==> src/rtl/abc_pkg.sv <==
// Package for the archive block cipher: shared types, constants and the
// mixing table generator. Used by every module under rtl/ but abc_ram.
package abc_pkg;

  localparam logic [31:0] SEED_INIT = 32'hEEEE_EEEE;
  localparam logic [31:0] KEY_ADD   = 32'h1111_1111;
  localparam int unsigned TableDepth = 256;
  localparam int unsigned TableAddrW = 8;

  // generator constants for the mixing table
  localparam longint unsigned GenStart = 64'h10_0001;
  localparam longint unsigned GenMod   = 64'h2A_AAAB;
  localparam longint unsigned GenMul   = 64'd125;
  localparam int unsigned     GenRows  = 5;
  localparam int unsigned     TableRow = 4;

  typedef logic [31:0] mix_table_t [TableDepth];

  // one word held between the key stage and the mix stage
  typedef struct packed {
    logic [31:0] word;
    logic [31:0] key;
    logic        dir;
    logic        first;
    logic        last;
  } abc_s1_t;

  // builds the 256-word table slice; evaluated at elaboration only
  function automatic mix_table_t gen_mix_table();
    mix_table_t      tbl;
    longint unsigned s;
    longint unsigned a;
    longint unsigned b;
    s = GenStart;
    for (int col = 0; col < TableDepth; col++) begin
      for (int row = 0; row < GenRows; row++) begin
        a = (GenMul * s + 64'd3) % GenMod;
        b = (GenMul * a + 64'd3) % GenMod;
        if (row == TableRow) begin
          tbl[col] = {a[15:0], b[15:0]};
        end
        s = b;
      end
    end
    return tbl;
  endfunction

  localparam mix_table_t MIX_TABLE = gen_mix_table();

  // key schedule step: rotate-and-mix for the next word
  function automatic logic [31:0] next_key(input logic [31:0] k);
    logic [31:0] hi;
    hi = (~k << 21) + KEY_ADD;
    return (k >> 11) | hi;
  endfunction

endpackage

==> src/rtl/abc_mix_stage.sv <==
// Second pipeline stage: adds the table word to the running seed, forms the
// output word, updates the seed and holds the result register.
// Depends on abc_pkg.
module abc_mix_stage (
  input  logic             clk,
  input  logic             rst,
  input  logic             s1_valid,
  output logic             s1_ready,
  input  abc_pkg::abc_s1_t s1,
  input  logic [31:0]      table_word,
  output logic             out_valid,
  input  logic             out_ready,
  output logic [31:0]      out_word,
  output logic             out_last
);
  import abc_pkg::*;

  logic [31:0] running_seed;
  logic [31:0] seed_used;
  logic [31:0] mix;
  logic [31:0] res;
  logic [31:0] plain;
  logic [31:0] seed_next;
  logic        advance;

  assign s1_ready = !out_valid || out_ready;
  assign advance  = s1_valid && s1_ready;

  // cipher arithmetic for the word in stage 1
  assign seed_used = s1.first ? SEED_INIT : running_seed;
  assign mix       = table_word + seed_used;
  assign res       = s1.word ^ (s1.key + mix);
  assign plain     = s1.dir ? res : s1.word;
  assign seed_next = plain + (mix << 5) + mix + 32'd3;

  // running seed
  always_ff @(posedge clk) begin
    if (rst) begin
      running_seed <= SEED_INIT;
    end else if (advance) begin
      running_seed <= seed_next;
    end
  end

  // output valid
  always_ff @(posedge clk) begin
    if (rst) begin
      out_valid <= 1'b0;
    end else if (advance) begin
      out_valid <= 1'b1;
    end else if (out_ready) begin
      out_valid <= 1'b0;
    end
  end

  // output payload
  always_ff @(posedge clk) begin
    if (advance) begin
      out_word <= res;
      out_last <= s1.last;
    end
  end

endmodule

==> config.mk <==
export PLATFORM = sky130hd
export DESIGN_NAME = abc_mix_stage
export DESIGN_NICKNAME = d
export VERILOG_FILES = /design/src/rtl/abc_pkg.sv /design/src/rtl/abc_mix_stage.sv
export SDC_FILE = /design/constraint.sdc
export NUM_CORES = 1
export LEC_CHECK = 0
export ABC_CLOCK_PERIOD_IN_PS = 9100
export BUFFER_PORTS_ARGS = -buffer_cell sky130_fd_sc_hd__buf_2
export CORE_AREA = 4 4 187 189
export DETAILED_ROUTE_END_ITERATION = 8
export DIE_AREA = 0 0 191 193
export GPL_TIMING_DRIVEN = 0
export HOLD_SLACK_MARGIN = 0.06
export SLEW_MARGIN = 20
export SYNTH_ARGS = -nofsm -noshare
export SYNTH_HDL_FRONTEND = slang
export SYNTH_SLANG_ARGS = --single-unit
==> constraint.sdc <==
create_clock -name clk -period 9.1 [get_ports clk]
set_input_delay 0.455 -clock clk [delete_from_list [all_inputs] [get_ports clk]]
set_output_delay 0.455 -clock clk [all_outputs]
set_load 0.05 [all_outputs]
==> reports/qor.txt, run 1 <==
Outcome: finished, final reports clean
Vias in the first global route: 7344
DRT Pass-1 Iters: 5
GRT Util Overall: 0.140
RSZ-0062 raised after global routing: no
Synth top area cells: ha_1 15%, edfxtp_1 12%, xnor2_1 8.3%
Area leader, netlist: ha_1
Fillers: 3564
Detailed placer's ending HPWL: 22000 um
Synth top area share: 0.154
Cts bufs inserted: 9
Post-synth EDFFs: 33
Hold WS: 0.275 ns
Via/cell ratio: 4.74
Seq. cell area: 1650 um^2
I/O pin total: 138
Final min period: 8.60 ns
Most frequent cell after synthesis: ha_1
Fin. Hold Viols: 0
Worst Skew: 0.0109 ns
Clk Latency, worst-skew pair: 0.35 ns
Slowest cell on crit path: fa_1
TritonCTS clock tree: done
WS Path Type: input port to flip-flop
Count of clock tree sinks: 66
Flops & latches, synth: 66
CP startpoint kind: input port
Overflow after GRT: 0
Drt drc: 0
Synth cell types: 80
Initial DRC Count: 370
Nets: 1350
CP endpoint kind: flip-flop
Min-Delay Path Class: input port to flip-flop
Syn_area_per_cell: 8.54 um^2
Multi-input logic area: 6420 um^2
Yosys warning count: 0
# port buffers: 136
Post_cts resized: 0
Area growth from synthesis to layout: 18.9%
Largest net degree at the start of global routing: 43
Reg clk slew, reported paths: 0.07 ns
Die H: 193 um
Slew HR: 0.449
Tcrit/Tclk final: 0.945
Die X: 191 um
DR vias: 7440
F_max: 116 MHz
Layout cells sized above 1: 0.186
H-tree levels: 3
Seq/Total Area, Yosys: 0.200
Initial antenna violation count: 4
ANT cells: 0
Hold Buf Count CTS: 0
Crit Path Max Fanout: 10
FP Rows: 67
Syn nets: 1203
Avg WL per Cell: 16.8 um
Synthesized netlist cell count: 969
Max Buffers Root-to-Sink: 2
Slew @ Worst Pin: 0.826 ns
Core area: 33300 um^2
Buf+Inv Stages, Crit Path: 3
Initial Utilization: 0.249
Detail Route Antenna Nets: 0
Routed WL: 26400 um
Die area: 36900 um^2
Delay-heaviest family, CP: compound AO/OA/AOI/OAI gates
Critical Path AT: 8.87 ns
Asr flop ratio synth: 0
Worst path most repeated cell: a21oi_1
Post-synth top cells: 102 x ha_1, 99 x nor2_1, 91 x a21oi_1, 78 x xnor2_1, 73 x nand2_1
Worst path max stage delay: 0.48 ns
Root Driver: clkbuf_16
Post-synth top flop: edfxtp_1
Final Wtd Congestion: 0.915
CP Data Required Time: 9.38 ns
Post-synthesis cell area: 8280 um^2
Setup Viol. Count Final: 0
Post CTS Setup Buffer Count: 0
Maxcap violations: 0
First-pass GRT wire length: 40200 um
Final slew viol count: 0
==> layout by cell type (no fill, tap or decap), types with 3 or more instances in the layout <==
master and instances:
buf_2 136, ha_1 102, nor2_1 99, a21oi_1 91, xnor2_1 77, nand2_1 73
xor2_1 44, o21ai_0 44, a21o_1 39, inv_1 33, edfxtp_1 33, dfxtp_1 33
fa_1 29, or2_2 24, clkbuf_1 22, nand2b_1 20, o21a_1 20, nor2b_1 18
nand3_1 17, nor3_1 15, o211ai_1 12, clkbuf_16 11, nand4_1 8, o21bai_1 7
a211oi_1 6, mux2_2 6, a211o_1 5, o31ai_1 5, and3_1 4, a221oi_1 4
and2_1 4, or3_1 4, a22oi_1 3, and4_1 3, o21ai_2 3, o2111ai_1 3
mux2i_1 3
==> through the flow <==
step                      setup TNS, ns  setup WS (ns)  utilization  std cells  area, um^2
after floorplan                       0           1.52            -        969        8280
after CTS                             0          0.141        0.295       1569        9830
after global placement           -0.168         -0.168        0.286       1553        9520
after detailed placement         -0.204         -0.204        0.286       1553        9520
after global routing                  0         0.0352        0.296       1569        9840
final                                 0          0.504        0.296       1569        9840
==> flip-flops by register name, indices dropped and copies added (netlist names) <==
signal,count
out_last,1
out_valid,1
running_seed,32
out_word,32
==> kinds of logic (layout without fill, tap and decap cells) <==
family | Yosys count | after routing | share of synthesized area
XOR/XNOR | 123 | 123 | 0.132
AO/OA/AOI/OAI | 281 | 281 | 0.232
multiplexers | 9 | 9 | 0.0118
adder cells (fa/ha/maj) | 131 | 131 | 0.224
flip-flops | 66 | 66 | 0.200
AND/OR/NAND/NOR | 301 | 301 | 0.174
buffers and inverters | 58 | 210 | 0.0263
==> cell type report <==
type | count | area share
well taps | 448 | 0.0570
clock inverters | 4 | 0.00292
inverters | 34 | 0.0130
multi-input cells | 845 | 0.652
clock buffers | 12 | 0.0283
flip-flops and latches | 66 | 0.168
repair buffers | 136 | 0.0692
plain buffers | 24 | 0.00953
==> path summary, 6_finish.rpt <==
kind	depth (start not counted)	slack (ns)	startpoint	to
worst max register to register	35	0.79	running_seed[0]	running_seed[31]
worst min register to register	2	0.46	running_seed[16]	running_seed[16]
worst min-delay path	1	0.28	s1[0]	out_last
worst max-delay path	37	0.50	s1[1]	running_seed[31]
==> routing by layer <==
metal  vias to the layer above  track usage  wire [um]
met5                         -            0         42
met4                         8       0.0459        579
met3                        35       0.0230       1150
met2                       160        0.235      12200
met1                      3456        0.185      12400
li1                       3781            -          -
Power of run 1 is left out: the tool's default activity adds up to more than one toggle a clock period on the data nets, which glitch-free logic cannot reach.
==> run 2: changes to the inputs <==
--- a/config.mk
+++ b/config.mk
@@ -5,11 +5,12 @@
 export SDC_FILE = /design/constraint.sdc
 export NUM_CORES = 1
 export LEC_CHECK = 0
+export ABC_AREA = 1
 export ABC_CLOCK_PERIOD_IN_PS = 9100
 export BUFFER_PORTS_ARGS = -buffer_cell sky130_fd_sc_hd__buf_2
-export CORE_AREA = 4 4 187 189
+export CORE_AREA = 4 4 190 192
 export DETAILED_ROUTE_END_ITERATION = 8
-export DIE_AREA = 0 0 191 193
+export DIE_AREA = 0 0 194 196
 export GPL_TIMING_DRIVEN = 0
 export HOLD_SLACK_MARGIN = 0.06
 export SLEW_MARGIN = 20
==> run 2 against run 1 <==
Count of clock-buffer cells in the layout grew 4. Fmax increased by 22%. Utilization fell by 0.31 points. Die area up 3.1%. Sequential cell count unchanged. Design area is 2.2% higher. Synthesized area grew 2.4%. Sequential share of layout area shrank 0.36 points. Global-route usage is 0.16 points higher. Synthesized cell count rose by 21%. Largest cell class unchanged. Register-to-register slack better by 1.5 ns. Critical endpoint unchanged.
==> reports/qor.txt, run 2 <==
Clk Latency, worst-skew pair: 0.35 ns
RSZ-0062 raised after global routing: no
Synth top area cells: ha_1 15%, edfxtp_1 12%, nand2_1 12%
Post CTS Setup Buffer Count: 0
Post-synth EDFFs: 33
TritonCTS clock tree: done
CP Data Required Time: 9.34 ns
Reg-to-Reg Start: running_seed[3]
F_max: 142 MHz
Worst path max stage delay: 0.57 ns
Root Driver: clkbuf_16
Post-layout util: 0.293
WS Path Type: input port to flip-flop
Final min period: 7.04 ns
Met3 Use GR: 0.0216
Cts bufs inserted: 9
Yosys warning count: 0
GR Util met2: 0.251
Most frequent cells in the layout: 263 x nand2_1, 138 x buf_2, 135 x inv_1
Detail Route Antenna Nets: 0
Most frequent cell after synthesis: nand2_1
Initial antenna violation count: 2
Top flop regs: out_word x32, running_seed x32
Slowest cell on crit path: xor2_1
Crit Path Max Fanout: 10
Setup TNS: 0 ns
Fin. Hold Viols: 0
Post-synth top cells: 263 x nand2_1, 135 x inv_1, 129 x a21oi_1, 102 x ha_1, 79 x nor2_1
Die X: 194 um
Synth top area share: 0.151
Commonest non-fill, non-tap cell in the layout: nand2_1
Count of clock tree sinks: 66
Post_cts resized: 0
DRT Pass-1 Iters: 5
Detailed placer's ending HPWL: 23500 um
Fillers: 3783
Most Crowded Layer GR: met2
Critical Path AT: 7.29 ns
Critical Path End: running_seed[31]
Worst Setup SP: s1[1]
Area growth from synthesis to layout: 18.7%
Die H: 196 um
Syn nets: 1403
Synthesized netlist cell count: 1169
Final Wtd Congestion: 0.881
Reg clk slew, reported paths: 0.06 ns
H-tree levels: 3
Hold Buf Count CTS: 0
GRT Util Overall: 0.142
Nets: 1551
Max Buffers Root-to-Sink: 2
Post-synthesis cell area: 8470 um^2
Seq/Total Area, Yosys: 0.195
Avg WL per Cell: 15.3 um
Slew HR: 0.473
Routed WL: 27200 um
Syn_area_per_cell: 7.25 um^2
Min-Delay Path Class: input port to flip-flop
Area leader, netlist: ha_1
Flops & latches, synth: 66
First-pass GRT wire length: 42600 um
Post-synth top flop: edfxtp_1
Initial Utilization: 0.246
Initial DRC Count: 396
Slew @ Worst Pin: 0.791 ns
Via/cell ratio: 4.58
Hold depth: 1
Maxcap violations: 0
Layout cells sized above 1: 0.175
Die area: 38000 um^2
Reg2Reg Depth: 31
Vias in the first global route: 8079
Synth cell types: 52
CP startpoint kind: input port
Worst Skew: 0.0120 ns
DR vias: 8151
Setup Viol. Count Final: 0
Largest net degree at the start of global routing: 33
Asr flop ratio synth: 0
# port buffers: 136
Worst path most repeated cell: nand2_1
Core area: 34400 um^2
R2R Path End: running_seed[31]
Tcrit/Tclk final: 0.774
Drt drc: 0
FP Rows: 68
Outcome: finished, final reports clean
Met1 Use GR: 0.172
Final slew viol count: 0
Overflow after GRT: 0
CP endpoint kind: flip-flop
Hold WS: 0.285 ns
Reg2reg setup slack: 2.32 ns
I/O pin total: 138
==> run 2: changes by cell type in the layout (fill, tap and decap cells not counted), sizes merged, moves of 12 or more <==
cell    before  now
a21oi       92  137
nand3       17   36
o211ai      13    1
xnor2       78   33
nand2       73  277
nand2b      20    0
inv         35  142
nor2       100   85
o21ai       48   74
xor2        44   63
nor2b       18    0
o21a        20    4
a21o        39   13
==> run 2: final cells by class <==
cell class,count,area [um^2],area share
multi-input combinational,940,6200,0.617
clock buffer,16,314,0.0312
timing repair buffer,137,701,0.0697
buffer,20,81.3,0.00808
inverter,143,538,0.0535
tap,455,569,0.0566
antenna,1,2.50,0.000249
sequential,66,1650,0.164
==> run 2: per-stage QoR <==
step | instances | setup slack, ns | area [um^2]
2_1_floorplan | 1169 | 3.23 | 8470
6_report | 1778 | 2.06 | 10100
3_3_place_gp | 1760 | 1.69 | 9720
5_1_grt | 1778 | 1.42 | 10100
4_1_cts | 1777 | 2.06 | 10100
3_5_place_dp | 1761 | 1.70 | 9740
==> run 2: worst min-delay path by stage <==
stage / to / slack [ns] / startpoint
final: out_last / 0.28 / s1[0]
after global routing: out_last / 0.28 / s1[0]
after CTS: out_last / 0.27 / s1[0]
after detailed placement: running_seed[11] / 0.45 / running_seed[11]
after global placement: running_seed[21] / 0.45 / running_seed[21]
after floorplan: running_seed[23] / 0.43 / running_seed[23]
==> run 2: routing by layer <==
metal	vias to the layer above	routed length, um
met1	3735	11700
li1	4182	-
met2	194	13300
met4	2	929
met3	38	1280
met5	-	13
==> run 2: kinds of logic (layout without fill, tap and decap cells) <==
kind of cell             count (synthesis)  count (layout)  share of synthesized area
adder cells (fa/ha/maj)                131             131                      0.219
multiplexers                             2               2                    0.00236
other                                    0               1                          0
XOR/XNOR                                96              96                     0.0992
AND/OR/NAND/NOR                        443             443                      0.227
flip-flops                              66              66                      0.195
AO/OA/AOI/OAI                          268             268                      0.184
buffers and inverters                  163             316                     0.0730
==> run 2: critical path: cells and delay by family <==
kind,cells,cell delay (ns)
compound gates,10,1.77
simple gates,13,1.99
xor+xnor,3,0.98
fa+ha+maj,4,1.56
buf+inv,3,0.49
Power of run 2 is left out for the same reason.
