### src/rtl/abc_pkg.sv
// Package for the archive block cipher: shared types, constants and the
// mixing table generator. Used by every module under rtl/ but abc_ram.
package abc_pkg;

  localparam logic [31:0] SEED_INIT = 32'hEEEE_EEEE;
  localparam logic [31:0] KEY_ADD   = 32'h1111_1111;
  localparam int unsigned TableDepth = 256;
  localparam int unsigned TableAddrW = 8;

  // generator constants for the mixing table
  localparam longint unsigned GenStart = 64'h10_0001;
  localparam longint unsigned GenMod   = 64'h2A_AAAB;
  localparam longint unsigned GenMul   = 64'd125;
  localparam int unsigned     GenRows  = 5;
  localparam int unsigned     TableRow = 4;

  typedef logic [31:0] mix_table_t [TableDepth];

  // one word held between the key stage and the mix stage
  typedef struct packed {
    logic [31:0] word;
    logic [31:0] key;
    logic        dir;
    logic        first;
    logic        last;
  } abc_s1_t;

  // builds the 256-word table slice; evaluated at elaboration only
  function automatic mix_table_t gen_mix_table();
    mix_table_t      tbl;
    longint unsigned s;
    longint unsigned a;
    longint unsigned b;
    s = GenStart;
    for (int col = 0; col < TableDepth; col++) begin
      for (int row = 0; row < GenRows; row++) begin
        a = (GenMul * s + 64'd3) % GenMod;
        b = (GenMul * a + 64'd3) % GenMod;
        if (row == TableRow) begin
          tbl[col] = {a[15:0], b[15:0]};
        end
        s = b;
      end
    end
    return tbl;
  endfunction

  localparam mix_table_t MIX_TABLE = gen_mix_table();

  // key schedule step: rotate-and-mix for the next word
  function automatic logic [31:0] next_key(input logic [31:0] k);
    logic [31:0] hi;
    hi = (~k << 21) + KEY_ADD;
    return (k >> 11) | hi;
  endfunction

endpackage

### src/rtl/abc_key_stage.sv
// First pipeline stage: takes input transactions, selects the block key,
// advances the key schedule and addresses the mixing table RAM.
// Depends on abc_pkg.
module abc_key_stage (
  input  logic                            clk,
  input  logic                            rst,
  input  logic                            in_valid,
  output logic                            in_ready,
  input  logic [31:0]                     in_word,
  input  logic [31:0]                     in_key,
  input  logic                            in_first,
  input  logic                            in_dir,
  input  logic                            in_last,
  input  logic                            fill_busy,
  input  logic                            s1_ready,
  output logic                            s1_valid,
  output abc_pkg::abc_s1_t                s1,
  output logic [abc_pkg::TableAddrW-1:0]  rd_addr
);
  import abc_pkg::*;

  logic [31:0] running_key;
  logic        direction;
  logic [31:0] key_used;
  logic        dir_used;
  logic        accept;

  // stage is free when empty or when its word moves on this cycle, never during the table load
  assign in_ready = !fill_busy && (!s1_valid || s1_ready);
  assign accept   = in_valid && in_ready;

  // a block start loads the key and direction
  assign key_used = in_first ? in_key : running_key;
  assign dir_used = in_first ? in_dir : direction;

  // keep the table address of the held word while stalled
  assign rd_addr = accept ? key_used[TableAddrW-1:0] : s1.key[TableAddrW-1:0];

  // running key and direction
  always_ff @(posedge clk) begin
    if (rst) begin
      running_key <= '0;
      direction   <= 1'b0;
    end else if (accept) begin
      running_key <= next_key(key_used);
      direction   <= dir_used;
    end
  end

  // stage valid
  always_ff @(posedge clk) begin
    if (rst) begin
      s1_valid <= 1'b0;
    end else if (accept) begin
      s1_valid <= 1'b1;
    end else if (s1_ready) begin
      s1_valid <= 1'b0;
    end
  end

  // stage payload
  always_ff @(posedge clk) begin
    if (accept) begin
      s1.word  <= in_word;
      s1.key   <= key_used;
      s1.dir   <= dir_used;
      s1.first <= in_first;
      s1.last  <= in_last;
    end
  end

endmodule

### config.mk
export PLATFORM = sky130hd
export DESIGN_NAME = abc_key_stage
export DESIGN_NICKNAME = d
export VERILOG_FILES = /design/src/rtl/abc_pkg.sv /design/src/rtl/abc_key_stage.sv
export SDC_FILE = /design/constraint.sdc
export NUM_CORES = 1
export LEC_CHECK = 0
export BUFFER_PORTS_ARGS = -buffer_cell sky130_fd_sc_hd__buf_2
export CAP_MARGIN = 20
export CORE_MARGIN = 5
export CORE_UTILIZATION = 45
export CTS_BUF_LIST = sky130_fd_sc_hd__clkbuf_4
export CTS_CLUSTER_DIAMETER = 60
export DETAILED_ROUTE_END_ITERATION = 6
export GPL_ROUTABILITY_DRIVEN = 0
export PLACE_DENSITY = 0.78
export REMOVE_ABC_BUFFERS = 1
export SETUP_SLACK_MARGIN = 0.15
export SLEW_MARGIN = 20
export SYNTH_ARGS = -nofsm -noshare
export SYNTH_HDL_FRONTEND = slang
export SYNTH_SLANG_ARGS = --single-unit
### constraint.sdc
create_clock -name clk -period 3.42 [get_ports clk]
set_input_delay 0.171 -clock clk [delete_from_list [all_inputs] [get_ports clk]]
set_output_delay 0.171 -clock clk [all_outputs]
set_load 0.03 [all_outputs]
==> results of run 1 <==
==> state kept, by name, summed over array words and instances (netlist names) <==
name,count
s1_valid,1
running_key,27
s1,67
direction,1
==> layer usage <==
metal / share of wire (%) / GRT usage, %
met1: 40 / 22.93
met2: 49 / 32.72
met3: 8.5 / 5.559
met4: 2.7 / 8.497
met5: 0 / 0
==> kinds of logic after synthesis <==
family	synth area share, %
flops	70.60
simple gates	9.642
compound gates	7.325
mux	8.825
buf+inv	2.555
xor+xnor	0.7156
fa+ha+maj	0.3407
==> worst min path at each step <==
stage,start,end,slack [ns],depth (start not counted)
after CTS,in_key[16],s1[19],0.002,3
after floorplan,rst,direction,0.24,1
final,in_key[16],s1[19],0.02,3
after global placement,in_word[15],s1[50],0.35,1
after global routing,in_key[16],s1[19],0.006,3
after detailed placement,in_word[17],s1[52],0.35,1
==> area by class of cell <==
type / count / area (µm²) / area share [%]
diodes: 1 / 2.502 / 0.05039
clock inverters: 5 / 32.53 / 0.6551
flip-flops and latches: 96 / 2592 / 52.20
clock buffers: 11 / 82.58 / 1.663
repair buffers: 185 / 1101 / 22.17
multi-input cells: 155 / 991.0 / 19.95
well taps: 105 / 131.4 / 2.646
inverters: 8 / 32.53 / 0.6551
==> placed cells by master, fill, tap and decap left out, drive strengths merged, types with 2 or more instances in the layout <==
cell / instances
nor2: 13
xnor2: 2
nand2: 47
inv: 9
mux2: 24
a21oi: 21
or2: 2
dfxtp: 29
a211oi: 4
mux2i: 5
nand3: 3
nor3b: 2
buf: 152
nand2b: 2
nor3: 7
edfxtp: 67
dlygate4sd3: 33
clkinv: 3
o21ai: 6
o21a: 4
clkbuf: 11
==> through the flow <==
stage / total power, µW / hold WS (ns) / std cells / utilization, %
after detailed placement: 1698 / 0.3529 / 516 / 55.83
after CTS: 2239 / 0.001858 / 565 / 61.33
after floorplan: 1564 / 0.2401 / 259 / -
after global routing: 2323 / 0.005692 / 566 / 61.36
final: 2227 / 0.02009 / 566 / 61.36
after global placement: 1686 / 0.3483 / 516 / 55.83
==> power by group through the flow <==
| stage | clock (µW) | sequential (µW) | combinational, µW |
|---|---|---|---|
| after CTS | 537 | 1330 | 372 |
| after detailed placement | 0 | 1360 | 341 |
| final | 523 | 1330 | 373 |
| after global routing | 586 | 1340 | 400 |
| after global placement | 0 | 1350 | 331 |
| after floorplan | 0 | 1430 | 132 |
==> worst min-delay path: cells and delay by family <==
family	cells	cell delay, ns
AND/OR/NAND/NOR	2	0.11
buffers and inverters	1	0.07
==> results.tsv, run 1 <==
stage	metric	value	unit
worst_setup_path	cpMaxStageDelayCell	inv_4	
synthesis	synth_area_per_cell	13.50	µm²
worst_setup_path	worstPathArrival	1.98	ns
clocking	cts_made_buffers	9	
pwr	max-vdd-ir-drop	0.1622	mV
synthesis	synth_area	0.003672	mm²
timing	fin_crit_sh	63.04	%
pwr	p_clk_share	23.5	%
synthesis	synth_cell_types	38	
routing	first_pass_iters	4	
finish	area_growth	35.23	%
routing	avgViaCountPerCell	4.935	
synthesis	yosysTopAreaCellShare	54.79	%
worst_setup_path	critPathMaxStageDelay	0.46	ns
placed_design	place_area	0.004518	mm²
synthesis	ys_seq_elements	96	
synthesis	synthTopCellsByArea	edfxtp_1 (55%), dfxtp_1 (16%), mux2_2 (7.4%)	
worst_setup_path	cp-end-kind	output pin	
worst_setup_path	worst-r2r-setup-slack	1.33	ns
routing	drc_errors	0	
worst_setup_path	cp_max_fo	56	
worst_setup_path	r2r-end	running_key[30]	
worst_setup_path	worst-setup-path-type	reg -> out	
worst_setup_path	worstSetupEndpoint	rd_addr[0]	
worst_setup_path	crit_path_start	s1_valid	
synthesis	syn_inst	272	
clocking	clkTransAtPathRegs	0.15	ns
die	die_h	100.3	µm
worst_setup_path	critPathLaunchType	register	
worst_setup_path	cp_cell_sequence	nand2b_1 > nand3_2 > inv_4 > nand3_1 > o21a_1 > buf_2	
pwr	p_per_area	448.3	mW/mm²
pwr	p_comb_share	16.7	%
routing	drt_first_iter_violations	101	
routing	detail_route.wl_per_cell	17.52	µm
timing	rsz0062_at_grt	no	
pwr	seqPwrFrac	59.8	%
placed_design	pre_cts_ws	0.9796	ns
worst_setup_path	cp_top_family	buffers and inverters	
routing	ant_nets	0	
finish	fin_area	0.004966	mm²
timing	fmax	463.8	MHz
clocking	postCtsSetupBuffers	0	
timing	worstMarginPinSlew	0.6067	ns
timing	tns	0	ns
worst_setup_path	path_depth	6	
global_routing	grt-ovfl-total	0	
clocking	cts_tree	yes	
clocking	cts_resized	0	
global_routing	grt_max_degree	57	
pwr	p_int	1616	µW
die	dieArea	0.01007	mm²
die	num_rows	33	
global_routing	grt.total_usage	19.36	%
routing	dr_total_vias	2793	
global_routing	grt_pass1_wl	14700	µm
die	io_pins	149	
synthesis	ys_warn_count	0	
clocking	cts.sink_count	96	
worst_setup_path	required	3.25	ns
timing	slew_headroom	58.40	%
synthesis	ys_seq_area_share	70.60	%
die	design.core.area	0.008093	mm²
worst_setup_path	r2r_cells	6	
finish	drive_above_1_share	43.48	%
clocking	cts_hold_repair.buffers	33	
placed_design	dp_hpwl	6728	µm
pwr	switching_share	27.40	%
die	initial_core_util	45.38	%
hold_path	hold_path.class	in -> reg	
placed_design	io_buffers	148	
timing	skew	0.02255	ns
routing	finalWirelength	9916	µm
synthesis	yosys-top-cells-count	edfxtp_1 (67), nand2_1 (47), dfxtp_1 (29), mux2_2 (24), a21oi_1 (21)	
worst_setup_path	path_buf_inv	2	
timing	fin_ws	1.264	ns
clocking	cts_buffer_depth	2	
clocking	clk_latency	0.44	ns
finish	layout.nets	528	
clocking	clockRootBuffer	clkbuf_4	
pwr	p_leak	0.002090	µW
synthesis	synth-edff-count	67	
die	fp.dieW	100.3	µm
outcome	outcome	finished, final reports clean	
timing	hold_violations	0	
global_routing	grt_pass1_vias	2840	
timing	slew_viol_final	0	
synthesis	synth_flop_cell	edfxtp_1	
flow_run	drv_cap	0	
synthesis	synth.largest_area_cell	edfxtp_1	
synthesis	async_flop_share	0	%
clocking	htree_num_levels	3	
finish	num-fill-cells	651	
synthesis	yosysMostFrequentCell	edfxtp_1	
worst_setup_path	reg2reg_from	running_key[20]	
pwr	power_switching	610.2	µW
timing	finalSetupViolations	0	
timing	period_needed	2.156	ns
global_routing	antenna_found_initial	1	
Note: power is estimated with default switching activity, not from simulation.
==> run 2, diff against run 1 <==
- ABC_AREA: unset -> 1
- CORE_UTILIZATION: 45 -> 50
- PLACE_DENSITY: 0.78 -> 0.82
- clock period: 3.42 -> 2 ns (I/O delays scaled with it)
==> results.tsv, run 2 <==
stage	metric	value	unit	change
timing	period_needed	1.832	ns	
global_routing	antenna_found_initial	0		-1
synthesis	yosysMostFrequentCell	nand2_1		
die	design.core.area	0.007253	mm²	-10%
finish	utilization	78.20	%	+17 points
clocking	clockRootBuffer	clkbuf_4		
flow_run	drv_cap	0		unchanged
outcome	outcome	finished with violations		
worst_setup_path	path_buf_inv	4		+2
worst_setup_path	cp_top_family	simple AND/OR/NAND/NOR gates		
routing	drt_first_iter_violations	166		+64%
synthesis	synth_area_per_cell	11.03	µm²	-18%
die	io_pins	149		unchanged
die	die_h	96.10	µm	-4.2%
synthesis	synth-edff-count	67		unchanged
finish	antenna_cells	0		-1
routing	dr_total_vias	3378		+21%
timing	fmax	545.9	MHz	
timing	hold_violations	1		+1
pwr	p_leak	0.002577	µW	+23%
worst_setup_path	critPathLaunchType	register		
timing	fin_crit_sh	91.60	%	
routing	avgViaCountPerCell	5.064		+2.6%
finish	drive_above_1_share	37.85	%	-5.6 points
worst_setup_path	crit_path_frequent_cell	nor2_4		
finish	layout.nets	636		+20%
clocking	htree_num_levels	3		unchanged
worst_setup_path	cp_cell_sequence	inv_2 > nor2_4 > nor2_4 > nand2_4 > clkinv_4 > buf_12 > nand2_1 > nand2_2 > buf_6		
pwr	p_per_area	754.9	mW/mm²	+68%
synthesis	ys_seq_elements	96		unchanged
worst_setup_path	worst-setup-path-type	reg -> out		
finish	final_cell_mix	buf_2 (142), nand2_1 (74), edfxtp_1 (67), dlygate4sd3_1 (55), inv_1 (42)		
outcome	violations	negative hold slack		
clocking	clk_latency	0.45	ns	about the same
timing	slew_headroom	61.49	%	+3.1 points
timing	finalSetupViolations	0		unchanged
finish	num-fill-cells	413		-37%
placed_design	dp_hpwl	6436	µm	-4.3%
pwr	max-vdd-ir-drop	0.3418	mV	+110%
placed_design	post-place-cells	576		+12%
finish	stdcell_count	667		+18%
synthesis	ys_seq_area_share	69.95	%	-0.64 points
clocking	cts_buffer_depth	2		unchanged
worst_setup_path	cp_max_fo	10		-82%
synthesis	yosysTopAreaCellShare	54.29	%	-0.50 points
synthesis	async_flop_share	0	%	unchanged
synthesis	syn_inst	336		+24%
finish	area_growth	53.04	%	
global_routing	grt.total_usage	25.66	%	+6.3 points
worst_setup_path	required	1.90	ns	-1.35 ns
placed_design	place_area	0.004592	mm²	+1.6%
clocking	cts.sink_count	96		unchanged
synthesis	synth_flop_cell	edfxtp_1		
clocking	cts_made_buffers	9		unchanged
routing	detail_route.wl_per_cell	17.63	µm	+0.65%
die	dieArea	0.009234	mm²	-8.3%
synthesis	yosys-top-cells-count	nand2_1 (76), edfxtp_1 (67), inv_1 (44), o21ai_0 (36), dfxtp_1 (29)		
synthesis	synthTopCellsByArea	edfxtp_1 (54%), dfxtp_1 (16%), nand2_1 (7.7%)		
routing	drc_errors	0		unchanged
worst_setup_path	cpMaxStageDelayCell	dfxtp_2		
worst_setup_path	critPathMaxStageDelay	0.36	ns	-0.10 ns
die	num_rows	31		-6.1%
finish	largest_reg_flops	67		unchanged
clocking	clkTransAtPathRegs	0.14	ns	about the same
worst_setup_path	worstPathArrival	1.73	ns	-0.25 ns
routing	first_pass_iters	5		+1
hold_path	hold_path.class	in -> reg		
die	initial_core_util	51.10	%	+5.7 points
worst_setup_path	cp-end-kind	output pin		
finish	top_register	s1		
timing	worstMarginPinSlew	0.5770	ns	-0.02969 ns
global_routing	grt_pass1_wl	17390	µm	+18%
placed_design	pre_cts_ws	0.4022	ns	-0.5774 ns
finish	final_common_cell	buf_2		
timing	hold_ws	-0.0009472	ns	-0.02103 ns
routing	ant_nets	0		unchanged
global_routing	grt_max_degree	26		-54%
synthesis	synth.largest_area_cell	edfxtp_1		
finish	top_regs	s1 (67), running_key (27)		
finish	fin_area	0.005672	mm²	+14%
timing	slew_viol_final	0		unchanged
synthesis	synth_area	0.003706	mm²	+0.92%
global_routing	grt_pass1_vias	3411		+20%
timing	skew	0.02174	ns	-0.0008088 ns
timing	rsz0062_at_grt	yes		
clocking	cts_tree	yes		
routing	finalWirelength	11760	µm	+19%
finish	multi_input_area	893.4	µm²	-9.8%
global_routing	grt-ovfl-total	0		unchanged
die	fp.dieW	96.10	µm	-4.2%
synthesis	ys_warn_count	0		unchanged
synthesis	synth_cell_types	26		-32%
placed_design	io_buffers	148		unchanged
timing	fin_ws	0.1681	ns	-1.096 ns
finish	ff_latch_area	0.002594	mm²	about the same
run 2: logic make-up (layout without fill, tap and decap cells):
kind of cell | after synthesis | after routing | share of synthesized area, %
AO/OA/AOI/OAI | 72 | 72 | 10.26
XOR/XNOR | 2 | 2 | 0.4727
adder cells (fa/ha/maj) | 1 | 1 | 0.3376
buffers and inverters | 61 | 293 | 6.988
flip-flops | 96 | 96 | 69.95
multiplexers | 2 | 2 | 0.5402
AND/OR/NAND/NOR | 102 | 102 | 11.45
run 2: layer usage:
| metal | part of all wire, % | track usage [%] | wire, µm | up-vias |
|---|---|---|---|---|
| li1 | - | - | - | 1572 |
| met5 | 0 | 0 | 0 | - |
| met4 | 2.3 | 9.597 | 276 | 0 |
| met2 | 50 | 45.26 | 5839 | 193 |
| met1 | 38 | 29.98 | 4443 | 1586 |
| met3 | 10 | 6.411 | 1203 | 27 |
run 2: power by group:
part	leakage (µW)	internal [µW]	switching (µW)	total, µW
Combinational	0.00162	350	479	828
Clock	0.0000856	509	661	1170
Sequential	0.000871	2250	37.0	2280
run 2: tightest hold or removal path: cells and delay by family:
family,cells,cell delay [ns]
buf+inv,1,0.08
simple gates,1,0.04
compound gates,1,0.10
run 2: through the flow:
stage | setup TNS [ns] | power [µW] | hold WS, ns
after detailed placement | 0 | 2936 | 0.2787
final | 0 | 4281 | -0.0009472
after CTS | 0 | 4224 | 0.002757
after global placement | 0 | 2919 | 0.2774
after floorplan | -133.47 | 2692 | 0.1691
after global routing | 0 | 4456 | 0.0004458
run 2: cell type report:
class                   count  share of cell area [%]
flip-flops and latches     96                   45.73
well taps                  99                   2.184
inverters                  47                   3.199
repair buffers            230                   30.29
clock buffers               9                   1.191
multi-input cells         179                   15.75
clock inverters             7                   1.655
run 2: path summary, 6_finish.rpt:
path	startpoint	endpoint	slack (ns)	cells past startpoint
hold reg to reg	running_key[5]	running_key[5]	0.46	2
hold / removal	in_key[18]	s1[21]	-0.0009	3
setup reg to reg	s1_valid	s1_valid	0.21	11
setup / recovery	s1_valid	rd_addr[3]	0.17	9
run 2: timing repair:
action / CTS / global route
hold buffers: 55 / 0
pin swaps: 2 / 2
hold endpoints to repair: 57 / 0
setup endpoints to repair: 8 / 8
setup buffers: 13 / 2
gates resized for setup: 22 / 10
gates cloned: 5 / 0
